## src/rtl/core/cpf_pkg.sv

```systemverilog
// ----------------------------------------------------------------------------
// cpf_pkg
// Shared constants, types and the CRC byte update for the command packet
// framer.
// ----------------------------------------------------------------------------
`default_nettype none

package cpf_pkg;

  localparam logic [15:0] CRC_INIT   = 16'hFFFF;
  localparam logic [15:0] CRC_POLY   = 16'h8005;

  localparam logic [7:0]  HDR_RESET  = 8'h01;

  // Byte positions inside the eight-byte packet
  typedef enum logic [2:0] {
    POS_HDR_FIRST  = 3'd0,
    POS_HDR_SECOND = 3'd1,
    POS_CMD_3      = 3'd2,
    POS_CMD_2      = 3'd3,
    POS_CMD_1      = 3'd4,
    POS_CMD_0      = 3'd5,
    POS_CRC_HI     = 3'd6,
    POS_CRC_LO     = 3'd7
  } pkt_pos_t;

  // Configuration register indexes
  typedef enum logic [0:0] {
    CFG_HDR_FIRST  = 1'b0,
    CFG_HDR_SECOND = 1'b1
  } cfg_idx_t;

  // Shift one message byte, MSB first, into the low end of the register.
  function automatic logic [15:0] crc_feed_byte(input logic [15:0] crc,
                                                input logic [7:0]  data);
    logic [15:0] r;
    logic        top;
    r = crc;
    for (int i = 7; i >= 0; i--) begin
      top = r[15];
      r   = {r[14:0], data[i]};
      if (top) begin
        r = r ^ CRC_POLY;
      end
    end
    return r;
  endfunction

endpackage

`default_nettype wire

```

## src/rtl/core/cpf_cmd_if.sv

```systemverilog
// ----------------------------------------------------------------------------
// cpf_cmd_if
// Valid/ready channel carrying one 32-bit command word per transaction.
// ----------------------------------------------------------------------------
`default_nettype none

interface cpf_cmd_if;
  logic        valid;
  logic        ready;
  logic [31:0] command_word;

  modport source (output valid, output command_word, input ready);
  modport sink   (input valid, input command_word, output ready);
endinterface

`default_nettype wire

```

## src/rtl/core/cpf_pkt_if.sv

```systemverilog
// ----------------------------------------------------------------------------
// cpf_pkt_if
// Valid/ready channel carrying one packet byte and its last flag per
// transaction.
// ----------------------------------------------------------------------------
`default_nettype none

interface cpf_pkt_if;
  logic       valid;
  logic       ready;
  logic [7:0] packet_byte;
  logic       is_last;

  modport source (output valid, output packet_byte, output is_last, input ready);
  modport sink   (input valid, input packet_byte, input is_last, output ready);
endinterface

`default_nettype wire

```

## src/rtl/core/crc16_command_packet_framer.sv

```systemverilog
// ----------------------------------------------------------------------------
// crc16_command_packet_framer
// Frames a 32-bit command as header, command and CRC-16 bytes.
// ----------------------------------------------------------------------------
// Each accepted command word produces eight byte transactions, MSB first:
// the two header bytes from the configuration registers, the four command
// bytes, then the CRC-16 (poly 0x8005, init 0xFFFF, no final XOR) high byte
// and low byte; is_last marks the eighth byte. The byte output channel sets
// the rate at which commands are taken. A holding register takes the next
// command while the current packet is still going out, so packets follow
// without a gap. While the sink takes bytes, the CRC is updated one byte per
// cycle as bytes one to six leave, so it is ready when byte seven goes. A
// command passes the holding register, the emitter and the output register.
// ----------------------------------------------------------------------------
`default_nettype none

module crc16_command_packet_framer
  import cpf_pkg::*;
(
  input  wire logic        clk,
  input  wire logic        rst_n,
  input  wire logic        cfg_we,
  input  wire logic [0:0]  cfg_index,
  input  wire logic [7:0]  cfg_data,
  cpf_cmd_if.sink          in_ch,
  cpf_pkt_if.source        out_ch
);

  // Configuration
  logic [7:0]  hdr_first_r;
  logic [7:0]  hdr_second_r;

  // Input holding register
  logic        hold_v_r;
  logic [31:0] hold_cmd_r;

  // Packet emitter
  logic        busy_r;
  logic [31:0] cmd_r;
  pkt_pos_t    pos_r;
  logic [15:0] crc_r;

  // Output register
  logic        out_v_r;
  logic [7:0]  out_byte_r;
  logic        out_last_r;

  logic        in_fire;
  logic        out_free;
  logic        emit;
  logic        done;
  logic        load;
  logic [7:0]  byte_sel;

  assign in_ch.ready = !hold_v_r;
  assign in_fire     = in_ch.valid && !hold_v_r;

  assign out_free = !out_v_r || out_ch.ready;
  assign emit     = busy_r && out_free;
  assign done     = emit && (pos_r == POS_CRC_LO);
  assign load     = hold_v_r && (!busy_r || done);

  always_comb begin
    case (pos_r)
      POS_HDR_FIRST:  byte_sel = hdr_first_r;
      POS_HDR_SECOND: byte_sel = hdr_second_r;
      POS_CMD_3:      byte_sel = cmd_r[31:24];
      POS_CMD_2:      byte_sel = cmd_r[23:16];
      POS_CMD_1:      byte_sel = cmd_r[15:8];
      POS_CMD_0:      byte_sel = cmd_r[7:0];
      POS_CRC_HI:     byte_sel = crc_r[15:8];
      POS_CRC_LO:     byte_sel = crc_r[7:0];
      default:        byte_sel = crc_r[7:0];
    endcase
  end

  always_ff @(posedge clk) begin
    if (!rst_n) begin
      hdr_first_r  <= HDR_RESET;
      hdr_second_r <= HDR_RESET;
    end else if (cfg_we) begin
      unique case (cfg_idx_t'(cfg_index))
        CFG_HDR_FIRST:  hdr_first_r  <= cfg_data;
        CFG_HDR_SECOND: hdr_second_r <= cfg_data;
        default: ;
      endcase
    end
  end

  always_ff @(posedge clk) begin
    if (!rst_n) begin
      hold_v_r <= 1'b0;
    end else if (in_fire) begin
      hold_v_r <= 1'b1;
    end else if (load) begin
      hold_v_r <= 1'b0;
    end
  end

  always_ff @(posedge clk) begin
    if (in_fire) begin
      hold_cmd_r <= in_ch.command_word;
    end
  end

  always_ff @(posedge clk) begin
    if (!rst_n) begin
      busy_r <= 1'b0;
      pos_r  <= POS_HDR_FIRST;
    end else if (load) begin
      busy_r <= 1'b1;
      pos_r  <= POS_HDR_FIRST;
    end else if (emit) begin
      busy_r <= !done;
      pos_r  <= pkt_pos_t'(pos_r + 3'd1);
    end
  end

  // Fold each of the first six bytes into the CRC as it leaves
  always_ff @(posedge clk) begin
    if (load) begin
      cmd_r <= hold_cmd_r;
      crc_r <= CRC_INIT;
    end else if (emit && (pos_r != POS_CRC_HI) && (pos_r != POS_CRC_LO)) begin
      crc_r <= crc_feed_byte(crc_r, byte_sel);
    end
  end

  always_ff @(posedge clk) begin
    if (!rst_n) begin
      out_v_r <= 1'b0;
    end else if (out_free) begin
      out_v_r <= busy_r;
    end
  end

  always_ff @(posedge clk) begin
    if (emit) begin
      out_byte_r <= byte_sel;
      out_last_r <= (pos_r == POS_CRC_LO);
    end
  end

  assign out_ch.valid       = out_v_r;
  assign out_ch.packet_byte = out_byte_r;
  assign out_ch.is_last     = out_last_r;

endmodule

`default_nettype wire
```

## src/flat_wrapper.sv

```systemverilog
// flat-port wrapper written by rule: the top's interface ports become plain ports
module crc16_command_packet_framer_flat import cpf_pkg::*;
  (clk, rst_n, cfg_we, cfg_index, cfg_data, in_ch_valid, in_ch_command_word, in_ch_ready, out_ch_valid, out_ch_packet_byte, out_ch_is_last, out_ch_ready);
  cpf_cmd_if in_ch_i ();
  cpf_pkt_if out_ch_i ();
  input  wire logic clk;
  input  wire logic rst_n;
  input  wire logic cfg_we;
  input  wire logic [0:0] cfg_index;
  input  wire logic [7:0] cfg_data;
  input wire logic [$bits(in_ch_i.valid)-1:0] in_ch_valid;
  input wire logic [$bits(in_ch_i.command_word)-1:0] in_ch_command_word;
  output wire logic [$bits(in_ch_i.ready)-1:0] in_ch_ready;
  output wire logic [$bits(out_ch_i.valid)-1:0] out_ch_valid;
  output wire logic [$bits(out_ch_i.packet_byte)-1:0] out_ch_packet_byte;
  output wire logic [$bits(out_ch_i.is_last)-1:0] out_ch_is_last;
  input wire logic [$bits(out_ch_i.ready)-1:0] out_ch_ready;
  assign in_ch_i.valid = in_ch_valid;
  assign in_ch_i.command_word = in_ch_command_word;
  assign in_ch_ready = in_ch_i.ready;
  assign out_ch_valid = out_ch_i.valid;
  assign out_ch_packet_byte = out_ch_i.packet_byte;
  assign out_ch_is_last = out_ch_i.is_last;
  assign out_ch_i.ready = out_ch_ready;
  crc16_command_packet_framer u_core (.clk(clk), .rst_n(rst_n), .cfg_we(cfg_we), .cfg_index(cfg_index), .cfg_data(cfg_data), .in_ch(in_ch_i), .out_ch(out_ch_i));
endmodule
```

## config.mk

```make
export PLATFORM = sky130hd
export DESIGN_NAME = crc16_command_packet_framer_flat
export DESIGN_NICKNAME = d
export VERILOG_FILES = /design/src/rtl/core/cpf_pkg.sv /design/src/rtl/core/cpf_cmd_if.sv /design/src/rtl/core/cpf_pkt_if.sv /design/src/rtl/core/crc16_command_packet_framer.sv /design/src/flat_wrapper.sv
export SDC_FILE = /design/constraint.sdc
export NUM_CORES = 1
export LEC_CHECK = 0
export BUFFER_PORTS_ARGS = -buffer_cell sky130_fd_sc_hd__buf_2
export CAP_MARGIN = 20
export CELL_PAD_IN_SITES_DETAIL_PLACEMENT = 1
export CELL_PAD_IN_SITES_GLOBAL_PLACEMENT = 2
export CORE_UTILIZATION = 35
export DETAILED_ROUTE_END_ITERATION = 16
export PLACE_DENSITY = 0.86
export SLEW_MARGIN = 10
export SYNTH_ARGS = -nofsm -noshare
export SYNTH_HDL_FRONTEND = slang
export SYNTH_SLANG_ARGS = --single-unit
```

## constraint.sdc

```tcl
create_clock -name clk -period 2.5 [get_ports clk]
set_input_delay 0.5 -clock clk [delete_from_list [all_inputs] [get_ports clk]]
set_output_delay 0.5 -clock clk [all_outputs]
set_load 0.05 [all_outputs]
```

**Yosys cells after proc, flatten, opt, wreduce, memory -nomap -nowiden**

Index checks and enable logic that the tools add are counted.

- Register bits after elaboration: 111
- Bits of input ports: 46
- Output and inout port bits: 11
- Logic and storage cells: 76

- $add $sub $neg: 1
- Equality and inequality tests: 9
- Muxes and demuxes: 27
- Bitwise gates (word level): 10
- Reduce and logical (&&, ||, !) cells: 18

Operators by type and width:

| operator | number |
|---|---|
| 2-to-1 mux 16 bit | 22 |
| one-hot mux 8 bit (8 select lines) | 1 |
| NOT 3 bit | 8 |
| equality test 3 bit (second input constant) | 4 |
| equality test 3 x 2 -> 1 bit (second input constant) | 2 |
| logical AND 1 bit | 6 |
| != test 3 bit (second input constant) | 2 |
| logical NOT 1 bit | 4 |
| 2-to-1 mux 1 bit | 4 |
| AND reduction 2 bit | 2 |
| nonzero test 2 bit | 2 |
| adder 3 x 1 -> 3 bit (second input constant) | 1 |
| equality test 3 x 1 -> 1 bit (second input constant) | 1 |
| logical NOT 3 bit | 1 |
| logical OR 1 bit | 2 |
| NOT 1 bit | 2 |
| OR reduction 2 bit | 1 |

**Logic depth before layout (Yosys ltp)**

- Depth after elaboration: 33
- Depth in mapped cells: 9
- Gate-level depth less buffers: 7

**Worst setup path after synthesis**

OpenSTA, ideal clock, no wires.

- Path type: register to register
- Start: reg u_core.pos_r[1]
- End: reg u_core.cmd_r[0], enable pin
- Setup time: 387 ps
- Arrival: 2130 ps
- Required time: 2113 ps
- Setup slack: -17 ps
- Cell stages (with the launch flop): 8
- Buffers on the path: 2
- Clock period less this slack: 2517 ps
- Cells stage by stage: dfxtp_1 ha_1 ha_1 clkbuf_1 a21oi_1 nand2b_1 clkbuf_1 inv_1

- Longest elaborated chain between the ends: 4

RTL lines:

| what | line | source |
|---|---|---|
| start, declared | crc16_command_packet_framer.sv:40 | `pkt_pos_t pos_r;` |
| start signal, assigned | crc16_command_packet_framer.sv:115 | `pos_r <= pkt_pos_t'(pos_r + 3'd1);` |
| equality test 3 bit | crc16_command_packet_framer.sv:60 | `assign done = emit && (pos_r == POS_CRC_LO);` |
| logical AND 1 bit | crc16_command_packet_framer.sv:60 |  |
| logical OR 1 bit | crc16_command_packet_framer.sv:61 | `assign load = hold_v_r && (!busy_r \|\| done);` |
| logical AND 1 bit | crc16_command_packet_framer.sv:61 |  |
| via u_core.load | crc16_command_packet_framer.sv:52 | `logic load;` |
| end signal, assigned | crc16_command_packet_framer.sv:122 | `cmd_r <= hold_cmd_r;` |
| end, declared | crc16_command_packet_framer.sv:39 | `logic [31:0] cmd_r;` |

The timed path passes the listed nets, and every way through them passes these cells.
A chain may end at the register's enable or synchronous reset.

**Worst setup path in the final report**

- Start: reg u_core.pos_r[2]
- End: reg u_core.crc_r[1]

- Longest elaborated chain between the ends: 7
- Elaborated cells on any way between the ends: 21
- Classes of those cells: eq/ne: 9; mux: 5; bitwise: 1; reduce/logical: 6

RTL lines:

| what | line | source |
|---|---|---|
| equality test 3 bit (tied with other cells) | crc16_command_packet_framer.sv:64 | `case (pos_r)` |
| one-hot mux 8 bit (8 select lines) * | crc16_command_packet_framer.sv:64 |  |
| via u_core.byte_sel[1] | crc16_command_packet_framer.sv:53 | `logic [7:0] byte_sel;` |
| NOT 3 bit (no source line) | n/a |  |
| 2-to-1 mux 16 bit * | cpf_pkg.sv:42 | `if (top) begin` |
| 2-to-1 mux 16 bit * | crc16_command_packet_framer.sv:124 | `end else if (emit && (pos_r != POS_CRC_HI) && (pos_r != POS_CRC_LO)) begin` |
| 2-to-1 mux 16 bit * | crc16_command_packet_framer.sv:121 | `if (load) begin` |
| 2-to-1 mux 16 bit * | cpf_pkg.sv:42 |  |
| end signal, assigned | crc16_command_packet_framer.sv:125 | `crc_r <= crc_feed_byte(crc_r, byte_sel);` |
| end, declared | crc16_command_packet_framer.sv:41 | `logic [15:0] crc_r;` |

The timed path passes the listed nets; every way through them passes the cells marked *. The select of a mux whose other input is x is not followed.

==> results.py <==
metrics = {
    "outcome": {
        "run_status": "finished clean",
    },
    "cells_and_area": {
        "n_antenna_cell": 0,
        "syn_to_final_growth_pct": 18.17,
        "nNetsFinal": 446,
        "drive_above_1_share_pct": 21.80,
        "fin_area_sq_um": 5135,
        "postLayoutCoreUtil_pct": 42.57,
        "finalNonFillerCells": 567,
    },
    "sta": {
        "setup_viol": 0,
        "worst_pin_slew_ps": 532.2,
        "holdWs_ps": 315.1,
        "final_max_slew_viol_count": 0,
        "hold_viol": 0,
        "tns_ps": 0,
        "relSlewSlack_pct": 64.45,
        "fin_crit_sh_pct": 88.26,
        "min_period_ps": 2207,
        "timing.fmax_ghz": 0.4532,
        "skew_ps": 10.19,
        "setup_ws_ps": 293.5,
        "rsz0062_at_grt": "no",
    },
    "route": {
        "vias": 2804,
        "drt_wl_total_um": 10280,
        "drtPass1Iterations": 4,
        "wire_per_inst_um": 18.13,
        "routed_via_density": 4.945,
        "drc": 0,
        "ant_nets": 0,
        "dr.first_iter.drc_count": 169,
    },
    "yosys": {
        "syn-num-nets": 390,
        "ys_ff_latch": 111,
        "synth_most_common_cell": "edfxtp_1",
        "synthTopCellsByArea": "edfxtp_1 (50%), dfxtp_1 (18%), nand2_1 (4.9%)",
        "synth_edf_count": 73,
        "syn_area_sq_um": 4345,
        "synth_top_cell_area_share_pct": 50.45,
        "synth_cells": 338,
        "ys_top_cells_by_count": "edfxtp_1 (73), nand2_1 (57), dfxtp_1 (38), nand3_1 (21), a21boi_0 (15)",
        "yosys_warnings": 0,
        "async_reset_ff_share_pct": 0,
        "yosys_most_used_dff": "edfxtp_1",
        "synth_seq_area_share_pct": 67.95,
        "synth_largest_area_cell": "edfxtp_1",
        "avgSynthCellArea_sq_um": 12.86,
        "ys_types": 39,
    },
    "clocking": {
        "cts_resized": 0,
        "clockBufferDepth": 2,
        "htree_levels": 3,
        "cts_tree": "yes",
        "clk_pin_slew_ps": 80,
        "root_buffer": "clkbuf_16",
        "clock_latency_ps": 360,
        "post-cts-setup-buffer-count": 0,
        "clkSinkCount": 111,
        "hold_buffers": 0,
        "numCtsBuffers": 9,
    },
    "power_and_ir_drop": {
        "power.density_nw_per_um2": 900.7,
        "p_leak_nw": 1.919,
        "vdd_drop_max_mv": 0.4350,
        "finalPower_mw": 4.625,
    },
    "critical_path": {
        "arrival_ps": 2500,
        "path_max_fanout": 11,
        "crit_required_ps": 2790,
        "cp-start-kind": "flip-flop",
        "endpoint_kind": "flip-flop",
        "crit_type": "reg -> reg",
    },
    "global_route": {
        "grt.overflow.total": 0,
        "grt_max_degree": 34,
        "grt_usage_pct": 17.54,
        "grt_pass1_vias": 2992,
        "grt_pass1_wl_um": 16380,
        "antenna_found_initial": 0,
    },
    "die": {
        "pin_count": 57,
        "die_w_um": 113.4,
        "rows": 40,
        "die_h_um": 113.4,
        "core_area_sq_um": 12060,
        "die-area_sq_um": 12870,
        "initial_core_util_pct": 36.03,
    },
    "flow_run": {
        "maxCapViolCount": 0,
    },
    "placed_design": {
        "dp.cells": 551,
        "place_hpwl_um": 7616,
        "portBuffers": 56,
        "routabilityCongestion": 0.8971,
        "place_area_sq_um": 4837,
        "pre_cts_slack_ps": 317.2,
    },
    "min_path": {
        "min_path_type": "in -> reg",
    },
}
power by group:
group / internal [mW] / leakage [nW] / switching, mW / total, mW
registers: 2.16 / 1.00 / 0.190 / 2.35
clock network: 0.787 / 0.144 / 0.668 / 1.46
logic: 0.385 / 0.772 / 0.439 / 0.824
state kept, by name, summed over array words and instances (netlist names):
| signal | cells |
|---|---|
| u_core.cmd_r | 32 |
| u_core.hdr_second_r | 8 |
| u_core.busy_r | 1 |
| u_core.out_ch.packet_byte | 8 |
| u_core.out_ch.is_last | 1 |
| u_core.hold_cmd_r | 32 |
| u_core.hold_v_r | 1 |
| u_core.crc_r | 16 |
| u_core.hdr_first_r | 8 |
| u_core.pos_r | 3 |
| u_core.out_ch.valid | 1 |
logic make-up after synthesis:
logic type | synth area share, %
muxes | 1.036
AOI/OAI and AO/OA | 11.60
xor gates and xnor gates | 4.521
buffers and inverters | 2.390
DFF | 67.95
and+or+nand+nor | 10.77
adders and majority gates | 1.728
path summary, 6_finish.rpt:
check / slack [ps] / from / cells past startpoint / end
max: 290 / u_core.pos_r[2]$_SDFFE_PP0N_ / 7 / u_core.crc_r[1]$_SDFFE_PP1P_
min: 320 / in_ch_command_word[20] / 1 / u_core.hold_cmd_r[20]$_DFFE_PP_
max reg2reg: 290 / u_core.pos_r[2]$_SDFFE_PP0N_ / 7 / u_core.crc_r[1]$_SDFFE_PP1P_
min reg2reg: 430 / u_core.hold_cmd_r[10]$_DFFE_PP_ / 0 / u_core.cmd_r[10]$_DFFE_PP_
final cells by class:
type	instances	area [sq um]
clock buffers	10	229.0
clock inverters	6	68.82
fillers	1300	6927
inverters	7	30.03
multi-input cells	201	1291
flip-flops and latches	111	2953
well taps	168	210.2
repair buffers	64	352.8
cells in the final DEF, fill, tap and decap left out, types with 8 or more instances in the layout:
cell | Yosys | final
nand2_1 | 57 | 57
o211ai_1 | 8 | 8
dfxtp_1 | 38 | 38
edfxtp_1 | 73 | 73
a21boi_0 | 15 | 15
a21oi_1 | 9 | 9
clkbuf_16 | 0 | 9
xnor2_1 | 11 | 11
buf_2 | 5 | 56
nand3_1 | 21 | 21
nor2_1 | 8 | 8
worst max-delay path, stage by stage (launching register included):
cell and delay [ps]:
dfxtp_1 570, inv_1 190, ha_1 330, a22oi_1 180, o311ai_0 160, o22a_1 250
or3_1 390, nand3_1 90
routing by layer:
metal / track usage, % / vias up / share of wire, %
met2: 29.12 / 70 / 50
met4: 8.947 / 0 / 3.3
li1: - / 1341 / -
met3: 3.719 / 18 / 4.5
met1: 21.69 / 1375 / 42
met5: 0 / - / 0
(Power assumes the default switching activity.)
